[src/hdl/qdic_pkg.sv]
`timescale 1ns / 1ps
// ----------------------------------------------------------------------------
// qdic_pkg
// Shared types, register map and step table for the quadrature decoder with
// index capture.
// ----------------------------------------------------------------------------
package qdic_pkg;

  localparam int CountW  = 32;
  localparam int HoldW   = 16;
  localparam int SelW    = 3;
  localparam int EnW     = 8;
  localparam int PDataW  = 32;
  localparam int PAddrW  = 4;

  // Register index, taken from paddr[3:2]
  typedef enum logic [1:0] {
    CFG_JOINT_SELECT     = 2'd0,
    CFG_INDEX_CAPTURE_ON = 2'd1,
    CFG_INDEX_HOLD_TICKS = 2'd2
  } cfg_idx_t;

  typedef struct packed {
    logic [SelW-1:0]  joint_select;
    logic             index_capture_on;
    logic [HoldW-1:0] index_hold_ticks;
  } cfg_t;

  typedef struct packed {
    logic signed [CountW-1:0] reported_count;
    logic                     hold_active;
  } res_t;

  // x4 step from {new_b, new_a, old_b, old_a}
  function automatic logic signed [2:0] step_lookup(input logic [3:0] code);
    logic signed [2:0] d;
    case (code)
      4'd0:    d = 3'sd0;
      4'd1:    d = 3'sd1;
      4'd2:    d = -3'sd1;
      4'd3:    d = 3'sd2;
      4'd4:    d = -3'sd1;
      4'd5:    d = 3'sd0;
      4'd6:    d = -3'sd2;
      4'd7:    d = 3'sd1;
      4'd8:    d = 3'sd1;
      4'd9:    d = -3'sd2;
      4'd10:   d = 3'sd0;
      4'd11:   d = -3'sd1;
      4'd12:   d = 3'sd2;
      4'd13:   d = -3'sd1;
      4'd14:   d = 3'sd1;
      default: d = 3'sd0;
    endcase
    return d;
  endfunction

endpackage

[src/hdl/qdic_cfg_regs.sv]
`timescale 1ns / 1ps
// ----------------------------------------------------------------------------
// qdic_cfg_regs
// APB-style register file for select, capture enable and hold length.
// ----------------------------------------------------------------------------
module qdic_cfg_regs (
  input  logic                        clk,
  input  logic                        rst_n,
  input  logic                        psel,
  input  logic                        penable,
  input  logic                        pwrite,
  input  logic [qdic_pkg::PAddrW-1:0] paddr,
  input  logic [qdic_pkg::PDataW-1:0] pwdata,
  output logic [qdic_pkg::PDataW-1:0] prdata,
  output logic                        pready,
  output qdic_pkg::cfg_t              cfg
);

  qdic_pkg::cfg_t   cfg_r;
  qdic_pkg::cfg_idx_t idx;
  logic             wr_en;

  assign pready = 1'b1;
  assign idx    = qdic_pkg::cfg_idx_t'(paddr[3:2]);
  assign wr_en  = psel & penable & pwrite;
  assign cfg    = cfg_r;

  always_ff @(posedge clk) begin
    if (!rst_n) begin
      cfg_r <= '0;
    end else if (wr_en) begin
      unique case (idx)
        qdic_pkg::CFG_JOINT_SELECT:     cfg_r.joint_select     <= pwdata[qdic_pkg::SelW-1:0];
        qdic_pkg::CFG_INDEX_CAPTURE_ON: cfg_r.index_capture_on <= pwdata[0];
        qdic_pkg::CFG_INDEX_HOLD_TICKS: cfg_r.index_hold_ticks <= pwdata[qdic_pkg::HoldW-1:0];
        default: ;  // unmapped: drop the write
      endcase
    end
  end

  always_comb begin
    unique case (idx)
      qdic_pkg::CFG_JOINT_SELECT:
        prdata = {{(qdic_pkg::PDataW-qdic_pkg::SelW){1'b0}}, cfg_r.joint_select};
      qdic_pkg::CFG_INDEX_CAPTURE_ON:
        prdata = {{(qdic_pkg::PDataW-1){1'b0}}, cfg_r.index_capture_on};
      qdic_pkg::CFG_INDEX_HOLD_TICKS:
        prdata = {{(qdic_pkg::PDataW-qdic_pkg::HoldW){1'b0}}, cfg_r.index_hold_ticks};
      default:
        prdata = '0;
    endcase
  end

endmodule

[src/hdl/qdic_core.sv]
`timescale 1ns / 1ps
// ----------------------------------------------------------------------------
// qdic_core
// Decoder state and per-sample update: x4 step, enable clear, index latch
// and hold countdown. Produces one result per accepted sample.
// ----------------------------------------------------------------------------
module qdic_core (
  input  logic                     clk,
  input  logic                     rst_n,
  input  logic                     accept,
  input  logic                     chan_a,
  input  logic                     chan_b,
  input  logic                     index_level,
  input  logic [qdic_pkg::EnW-1:0] enable_bits,
  input  qdic_pkg::cfg_t           cfg,
  output qdic_pkg::res_t           res
);

  logic [1:0]                   prev_ab_r,  prev_ab_nxt;
  logic [qdic_pkg::CountW-1:0]  position_r, position_nxt;
  logic [qdic_pkg::CountW-1:0]  shown_r,    shown_nxt;
  logic [qdic_pkg::HoldW-1:0]   hold_left_r, hold_left_nxt;

  logic                         sel;
  logic signed [2:0]            step;
  logic [qdic_pkg::CountW-1:0]  pos_stepped;
  logic                         held;

  assign sel         = enable_bits[cfg.joint_select];
  assign step        = qdic_pkg::step_lookup({chan_b, chan_a, prev_ab_r});
  assign pos_stepped = position_r + {{(qdic_pkg::CountW-3){step[2]}}, step};

  always_comb begin
    prev_ab_nxt   = prev_ab_r;
    position_nxt  = position_r;
    shown_nxt     = shown_r;
    hold_left_nxt = hold_left_r;
    held          = 1'b0;
    if (!sel) begin
      // disabled: zero count and output, keep edge history and hold
      position_nxt = '0;
      shown_nxt    = '0;
    end else begin
      prev_ab_nxt  = {chan_b, chan_a};
      position_nxt = pos_stepped;
      if (cfg.index_capture_on) begin
        if (index_level && hold_left_r == '0) begin
          shown_nxt     = pos_stepped;
          hold_left_nxt = cfg.index_hold_ticks;
        end else if (hold_left_r != '0) begin
          hold_left_nxt = hold_left_r - 1'b1;
        end else begin
          shown_nxt = pos_stepped;
        end
        held = (hold_left_nxt != '0);
      end else begin
        shown_nxt = pos_stepped;
      end
    end
  end

  assign res.reported_count = signed'(shown_nxt);
  assign res.hold_active    = held;

  always_ff @(posedge clk) begin
    if (!rst_n) begin
      prev_ab_r   <= '0;
      position_r  <= '0;
      shown_r     <= '0;
      hold_left_r <= '0;
    end else if (accept) begin
      prev_ab_r   <= prev_ab_nxt;
      position_r  <= position_nxt;
      shown_r     <= shown_nxt;
      hold_left_r <= hold_left_nxt;
    end
  end

endmodule

[src/hdl/qdic_out_buf.sv]
`timescale 1ns / 1ps
// ----------------------------------------------------------------------------
// qdic_out_buf
// Result register with one skid entry, so a request is taken while the
// previous result waits on the receiver.
// ----------------------------------------------------------------------------
module qdic_out_buf (
  input  logic           clk,
  input  logic           rst_n,
  input  logic           push,
  input  qdic_pkg::res_t push_res,
  output logic           can_push,
  output logic           out_valid,
  input  logic           out_ready,
  output qdic_pkg::res_t out_res
);

  logic           main_valid_r, main_valid_nxt;
  logic           skid_valid_r, skid_valid_nxt;
  qdic_pkg::res_t main_r, main_nxt;
  qdic_pkg::res_t skid_r, skid_nxt;
  logic           pop;

  assign pop       = main_valid_r & out_ready;
  assign can_push  = ~skid_valid_r;
  assign out_valid = main_valid_r;
  assign out_res   = main_r;

  always_comb begin
    main_valid_nxt = main_valid_r;
    skid_valid_nxt = skid_valid_r;
    main_nxt       = main_r;
    skid_nxt       = skid_r;
    if (skid_valid_r) begin
      // advance skid into the output slot once it drains
      if (pop) begin
        main_nxt       = skid_r;
        skid_valid_nxt = 1'b0;
      end
    end else if (push) begin
      if (!main_valid_r || pop) begin
        main_nxt       = push_res;
        main_valid_nxt = 1'b1;
      end else begin
        skid_nxt       = push_res;
        skid_valid_nxt = 1'b1;
      end
    end else if (pop) begin
      main_valid_nxt = 1'b0;
    end
  end

  always_ff @(posedge clk) begin
    if (!rst_n) begin
      main_valid_r <= 1'b0;
      skid_valid_r <= 1'b0;
    end else begin
      main_valid_r <= main_valid_nxt;
      skid_valid_r <= skid_valid_nxt;
    end
  end

  always_ff @(posedge clk) begin
    main_r <= main_nxt;
    skid_r <= skid_nxt;
  end

endmodule

[src/hdl/quadrature_decoder_index_capture.sv]
`timescale 1ns / 1ps
// ----------------------------------------------------------------------------
// quadrature_decoder_index_capture
// x4 quadrature decoder with joint enable and index latch/hold.
// ----------------------------------------------------------------------------
// Usage:
//   Input channel (in_valid/in_ready): one request per sample tick carrying
//   the A, B and index levels and the joint-enable byte.
//   Output channel (out_valid/out_ready): one result per request, the count
//   presented this tick and the hold flag.
//   Registers (APB): 0x0 joint_select, 0x4 index_capture_on,
//   0x8 index_hold_ticks. Write only while idle.
// Timing:
//   A request is decoded in the cycle it is taken; its result goes to the
//   result register, or to the skid entry while the receiver stalls. One
//   request per cycle is sustained while the skid entry is free, set by
//   the state update (step add, hold countdown) feeding the result register.
// Reset (rst_n, synchronous): registers, count, output value, edge history
//   and hold counter go to zero; no results pending.
// Stall: a result register plus one skid entry absorb a stalled receiver;
//   in_ready drops only while both are occupied.
// ----------------------------------------------------------------------------
module quadrature_decoder_index_capture (
  input  logic                               clk,
  input  logic                               rst_n,
  // input channel
  input  logic                               in_valid,
  output logic                               in_ready,
  input  logic                               in_chan_a,
  input  logic                               in_chan_b,
  input  logic                               in_index_level,
  input  logic [qdic_pkg::EnW-1:0]           in_enable_bits,
  // result channel
  output logic                               out_valid,
  input  logic                               out_ready,
  output logic signed [qdic_pkg::CountW-1:0] out_reported_count,
  output logic                               out_hold_active,
  // configuration
  input  logic                               psel,
  input  logic                               penable,
  input  logic                               pwrite,
  input  logic [qdic_pkg::PAddrW-1:0]        paddr,
  input  logic [qdic_pkg::PDataW-1:0]        pwdata,
  output logic [qdic_pkg::PDataW-1:0]        prdata,
  output logic                               pready
);

  qdic_pkg::cfg_t cfg;
  qdic_pkg::res_t core_res;
  qdic_pkg::res_t buf_res;
  logic           accept;

  assign accept = in_valid & in_ready;

  qdic_cfg_regs u_cfg (
    .clk     (clk),
    .rst_n   (rst_n),
    .psel    (psel),
    .penable (penable),
    .pwrite  (pwrite),
    .paddr   (paddr),
    .pwdata  (pwdata),
    .prdata  (prdata),
    .pready  (pready),
    .cfg     (cfg)
  );

  qdic_core u_core (
    .clk         (clk),
    .rst_n       (rst_n),
    .accept      (accept),
    .chan_a      (in_chan_a),
    .chan_b      (in_chan_b),
    .index_level (in_index_level),
    .enable_bits (in_enable_bits),
    .cfg         (cfg),
    .res         (core_res)
  );

  qdic_out_buf u_out (
    .clk       (clk),
    .rst_n     (rst_n),
    .push      (accept),
    .push_res  (core_res),
    .can_push  (in_ready),
    .out_valid (out_valid),
    .out_ready (out_ready),
    .out_res   (buf_res)
  );

  assign out_reported_count = buf_res.reported_count;
  assign out_hold_active    = buf_res.hold_active;

endmodule

[config.mk]
export PLATFORM = sky130hd
export DESIGN_NAME = quadrature_decoder_index_capture
export DESIGN_NICKNAME = d
export VERILOG_FILES = /design/src/hdl/qdic_pkg.sv /design/src/hdl/qdic_cfg_regs.sv /design/src/hdl/qdic_core.sv /design/src/hdl/qdic_out_buf.sv /design/src/hdl/quadrature_decoder_index_capture.sv
export SDC_FILE = /design/constraint.sdc
export NUM_CORES = 1
export LEC_CHECK = 0
export BUFFER_PORTS_ARGS = -buffer_cell sky130_fd_sc_hd__buf_2
export CAP_MARGIN = 20
export CORE_AREA = 2 2 151 153
export CTS_BUF_LIST = sky130_fd_sc_hd__clkbuf_8 sky130_fd_sc_hd__clkbuf_16
export DETAILED_ROUTE_END_ITERATION = 10
export DIE_AREA = 0 0 153 155
export PLACE_DENSITY_LB_ADDON = 0.08
export SLEW_MARGIN = 40
export SYNTH_ARGS = -nofsm -noshare
export SYNTH_HDL_FRONTEND = slang
export SYNTH_SLANG_ARGS = --single-unit
export TNS_END_PERCENT = 10
[constraint.sdc]
create_clock -name clk -period 7.57 [get_ports clk]
set_clock_uncertainty 0.1 [all_clocks]
set_input_delay 1.1355 -clock clk [delete_from_list [all_inputs] [get_ports clk]]
set_output_delay 1.1355 -clock clk [all_outputs]
set_load 0.01 [all_outputs]
[Word-level counts from Yosys, hierarchy flattened]
Memories as Yosys holds them, arrays and structs flattened.
Index checks and enable logic that the tools add are counted.
Word-level totals
  output and inout port bits: 68
  memory bits (read-only): 48
  memories: 1
  word-level logic and storage cells: 70
  input bits: 54
  register bits: 170
Memories
  (name not given): depth 16, width 3, rd ports 1, clocked after memory_dff 0, write ports 0, RTL line qdic_pkg.sv:37  | case (code)
Cells by class
  order comparisons: 1
  bitwise gates (word level): 6
  equality and inequality tests: 4
  reduce and logical (&&, ||, !) cells: 18
  muxes and demuxes: 25
  $add $sub $neg: 2
Operators by type and width (number)
  $mux 32: 5
  $mux 33: 4
  $mux 16: 4
  $pmux 16 s3: 1
  $add 32x32->32: 1
  $reduce_bool 16->1: 2
  $logic_not 16->1: 1
  $sub 16x1->16 const B: 1
  $reduce_and 3->1: 4
  $mux 1: 10
  $reduce_and 2->1: 4
  $reduce_bool 2->1: 3
  $and 1x1->1: 4
  $lt 3x4->1 const B: 1
  $bmux 1 s3: 1
  $eq 2x1->1 const B: 1
  $eq 2x2->1 const B: 1
  $logic_not 2->1: 1
  $ne 2x1->1 const B: 1
  $ne 2x2->1 const B: 1
  $not 1->1: 2
  $logic_and 1x1->1: 1
  $logic_not 1->1: 1
  $logic_or 1x1->1: 1

[Depth between registers and ports, before layout]
  depth after elaboration: 11
  gate-level depth with buffers: 14
  mapped depth without buffers: 14

[By module]
A second synthesis with hierarchy kept.
Second synthesis, totals
  cells, all modules: 996
  area, all modules: 9494.1 um2
Modules (own cells, without submodules)
  qdic_core: seq. area each 1641.6 um2, area each 5886.9 um2, cells each 749, instances 1
  qdic_out_buf: seq. area each 2021.9 um2, area each 2502.4 um2, cells each 117, instances 1
  qdic_cfg_regs: seq. area each 400.4 um2, area each 1098.6 um2, cells each 129, instances 1
  quadrature_decoder_index_capture: seq. area each 0.0 um2, area each 6.3 um2, cells each 1, instances 1

[Worst setup path after synthesis]
Ideal clock, no wire load.
  path kind: input -> register
  start point: input in_chan_a
  end point: register u_out.main_r, in the netlist u_out.out_res[27] (data pin)
  required time: 7.340 ns
  arrival: 5.728 ns
  path buffers: 2
  setup slack: 1.612 ns
  stages on the path: 13
  cell sequence: clkbuf_1 -> mux2i_1 -> a21oi_1 -> ha_1 -> buf_2 -> a21oi_1 -> o21ai_1 -> a221o_1 -> a21o_1 -> a211o_1 -> or4_1 -> o31ai_2 -> mux2_2
RTL lines
  start, declared: RTL line quadrature_decoder_index_capture.sv:29  | input logic in_chan_a,
  end signal, assigned: RTL line qdic_out_buf.sv:64  | main_r <= main_nxt;
  end, declared: RTL line qdic_out_buf.sv:20  | qdic_pkg::res_t main_r, main_nxt;

==> results.cfg <==
[outcome]
status = finished clean

[cts]
clock_sinks = 170
cts.path.max_buffers = 2
cts-resized-gates = 0
cts_made_buffers = 17
holdBufCountCts = 0
clock_latency_ps = 430
cts_tree = done
clkTransAtPathRegs_ps = 80
post_cts_buffers = 0
ctsHtreeMaxLevel = 4
clockRootBuffer = clkbuf_16

[synth]
synth.area.top_cells = dfxtp_1 (21%), edfxtp_1 (20%), nand2_1 (6.2%), ha_1 (5.3%), a21oi_1 (3.3%)
synth_ff_type = dfxtp_1
netlist_instances = 1091
yosysWarnings = 0
ys_seq_area_frac = 0.413
synth_area_mm2 = 0.00983
synth_area_leader_cell = dfxtp_1
ys_ff_latch = 170
ys_types = 76
async_flop_share = 0
synth_edf_count = 66
synth_top_area_frac = 0.212
syn_avg_cell_area_um2 = 9.01

[timing]
worst_slew_pin_slew_ps = 770
fin_tns_setup_ps = 0
max_freq_mhz = 199
slew_headroom = 0.485
fin_crit_ps = 5040
rsz0062_at_grt = no
fin_crit_sh = 0.665
fin_ws_ps = 2530
drv_slew = 0
finalHoldViolCount = 0
hold_ws_ps = 358
setup_viol = 0

[drt]
wl_per_cell_um = 17.4
drtIter0Drc = 494
antenna_left = 0
wirelength_mm = 25.2
dr.pass1.iters = 5
routed-via-count = 8087
via_per_inst = 5.59
drc = 0

[global_routing]
grt_pass1_wl_mm = 40.5
overflow = 0
grtUsageTotal = 0.212
grt_pass1_vias = 7471
grt_max_degree = 59
antenna_found_initial = 0

[worst_setup_path]
critPathKind = input port to register
worstPathRequired_ps = 7640
cp.arrival_ps = 5110
end_kind = register
crit_fanout = 21
cp-start-kind = input port

[place]
dp.cells = 1415
port_buffers = 86
place.gp.congestion = 0.856
place_hpwl_mm = 17.7
pre_cts_ws_ps = 2120

[finish]
fillers = 2174
nNetsFinal = 1246
antenna_cells = 0
drive_gt1_frac = 0.151
layout.cells.non_filler = 1447
synthToLayoutAreaGrowth_pct = 12.5

[floorplanning]
rows = 55
initial_core_util = 0.442
die_w_um = 153
io_pins = 122
fp.dieH_um = 155
dieArea_mm2 = 0.0237
core_area_mm2 = 0.0222

[power]
p_total_mw = 2.41
ir_drop_mv = 0.149
powerDensity_mw_per_mm2 = 218
total_leakage_power_nw = 4.56

[flow_run]
cap_violations = 0

[min_path]
hold_class = register to register
==> cells by family (layout without fill, tap and decap cells) <==
kind of cell	Yosys count	after routing	share of synthesized area
multiplexers	44	44	0.0496
buffers and inverters	99	155	0.0482
adder cells (fa/ha/maj)	43	43	0.0555
other	2	17	0.000764
AND/OR/NAND/NOR	410	410	0.204
flip-flops	170	170	0.413
XOR/XNOR	30	30	0.0267
AO/OA/AOI/OAI	293	293	0.202
==> state kept, by name, indices dropped and copies added (netlist names) <==
name                count
u_cfg.cfg              20
u_core.hold_left_r     16
u_core.position_r      32
u_core.prev_ab_r        2
u_core.shown_r         32
u_out.out_res          33
u_out.out_valid         1
u_out.skid_r           33
u_out.skid_valid_r      1
==> power breakdown <==
| part | total, mW | switching (mW) | leakage [nW] | internal (mW) |
|---|---|---|---|---|
| registers | 1.03 | 0.0214 | 1.48 | 1.01 |
| clock network | 0.918 | 0.437 | 0.299 | 0.482 |
| logic | 0.459 | 0.289 | 2.78 | 0.170 |
==> layout make-up <==
type,count,area (um^2),share of cell area
clock inverter,15,189,0.0171
multi-input combinational,837,5410,0.489
tap,285,357,0.0322
clock buffer,17,425,0.0385
timing repair buffer,100,536,0.0484
sequential,170,4060,0.367
inverter,23,86.3,0.00780
==> synth_stat cells (all sizes together) (6+ instances only) <==
| library cell | n |
|---|---|
| nand2 | 164 |
| dfxtp | 104 |
| edfxtp | 66 |
| a21oi | 65 |
| nor2 | 63 |
| o21ai | 60 |
| clkbuf | 47 |
| ha | 42 |
| a21boi | 38 |
| and2 | 36 |
| nor2b | 35 |
| nand3 | 31 |
| buf | 29 |
| nor3 | 25 |
| mux2i | 24 |
| xnor2 | 24 |
| inv | 22 |
| a22oi | 21 |
| mux2 | 18 |
| a21o | 16 |
| o31ai | 14 |
| a211oi | 12 |
| a311oi | 9 |
| or3 | 9 |
| and3 | 8 |
| or4 | 8 |
| nor4 | 7 |
| o211ai | 7 |
| o21bai | 7 |
| xor2 | 6 |
==> cells in the final DEF (no fill, tap or decap), types with 6 or more instances in the layout <==
cell type	Yosys	routed
buf_4	18	14
inv_8	0	6
o21bai_1	7	7
a211oi_1	12	12
clkbuf_16	0	17
xor2_1	6	6
ha_1	42	42
and2_1	35	35
conb_1	2	17
edfxtp_1	66	66
a21boi_0	38	38
nand3_1	31	31
xnor2_1	24	24
dfxtp_1	104	104
o21ai_0	59	59
and3_1	8	8
a22oi_1	21	21
nor2b_1	35	34
or3_1	9	9
buf_2	4	86
mux2i_1	24	23
nand2_1	163	162
o31ai_1	13	13
o211ai_1	7	7
nor2_1	62	61
a21oi_1	65	63
nor4_1	7	7
nor3_1	23	23
mux2_2	17	17
a311oi_1	9	9
a21o_1	16	16
inv_1	22	22
==> metal layers <==
| metal | routed length, um | part of all wire | up-vias | GRT usage |
|---|---|---|---|---|
| met5 | 0 | 0 | - | 0 |
| met4 | 499 | 0.020 | 0 | 0.0653 |
| met3 | 821 | 0.033 | 27 | 0.0306 |
| met2 | 11700 | 0.46 | 160 | 0.347 |
| met1 | 12200 | 0.48 | 3862 | 0.291 |
| li1 | - | - | 4038 | - |
==> through the flow <==
stage                     utilization  instance area, um^2
final                           0.498                11100
after global routing            0.498                11100
after CTS                       0.498                11100
after detailed placement        0.470                10400
after global placement          0.470                10400
after floorplan                     -                 9890
==> path summary, 6_finish.rpt <==
path	startpoint	to	slack, ps	cells after the start
setup reg to reg	u_core.prev_ab_r[0]	u_out.out_res[32]	2810	13
hold / removal	u_core.shown_r[24]	u_core.shown_r[24]	360	2
hold reg to reg	u_core.shown_r[24]	u_core.shown_r[24]	360	2
setup / recovery	in_chan_a	u_out.out_res[32]	2530	13
==> critical path, stage by stage <==
cell and delay (ps):
buf_2 140, mux2i_1 160, a21oi_4 570, buf_4 400, ha_1 350, a21oi_1 150
o21ai_0 130, a221o_1 400, o31ai_1 600, a21boi_0 250, o31a_1 350, nor3_1 310
o31ai_1 130
Note: power is estimated with default switching activity, not from simulation.
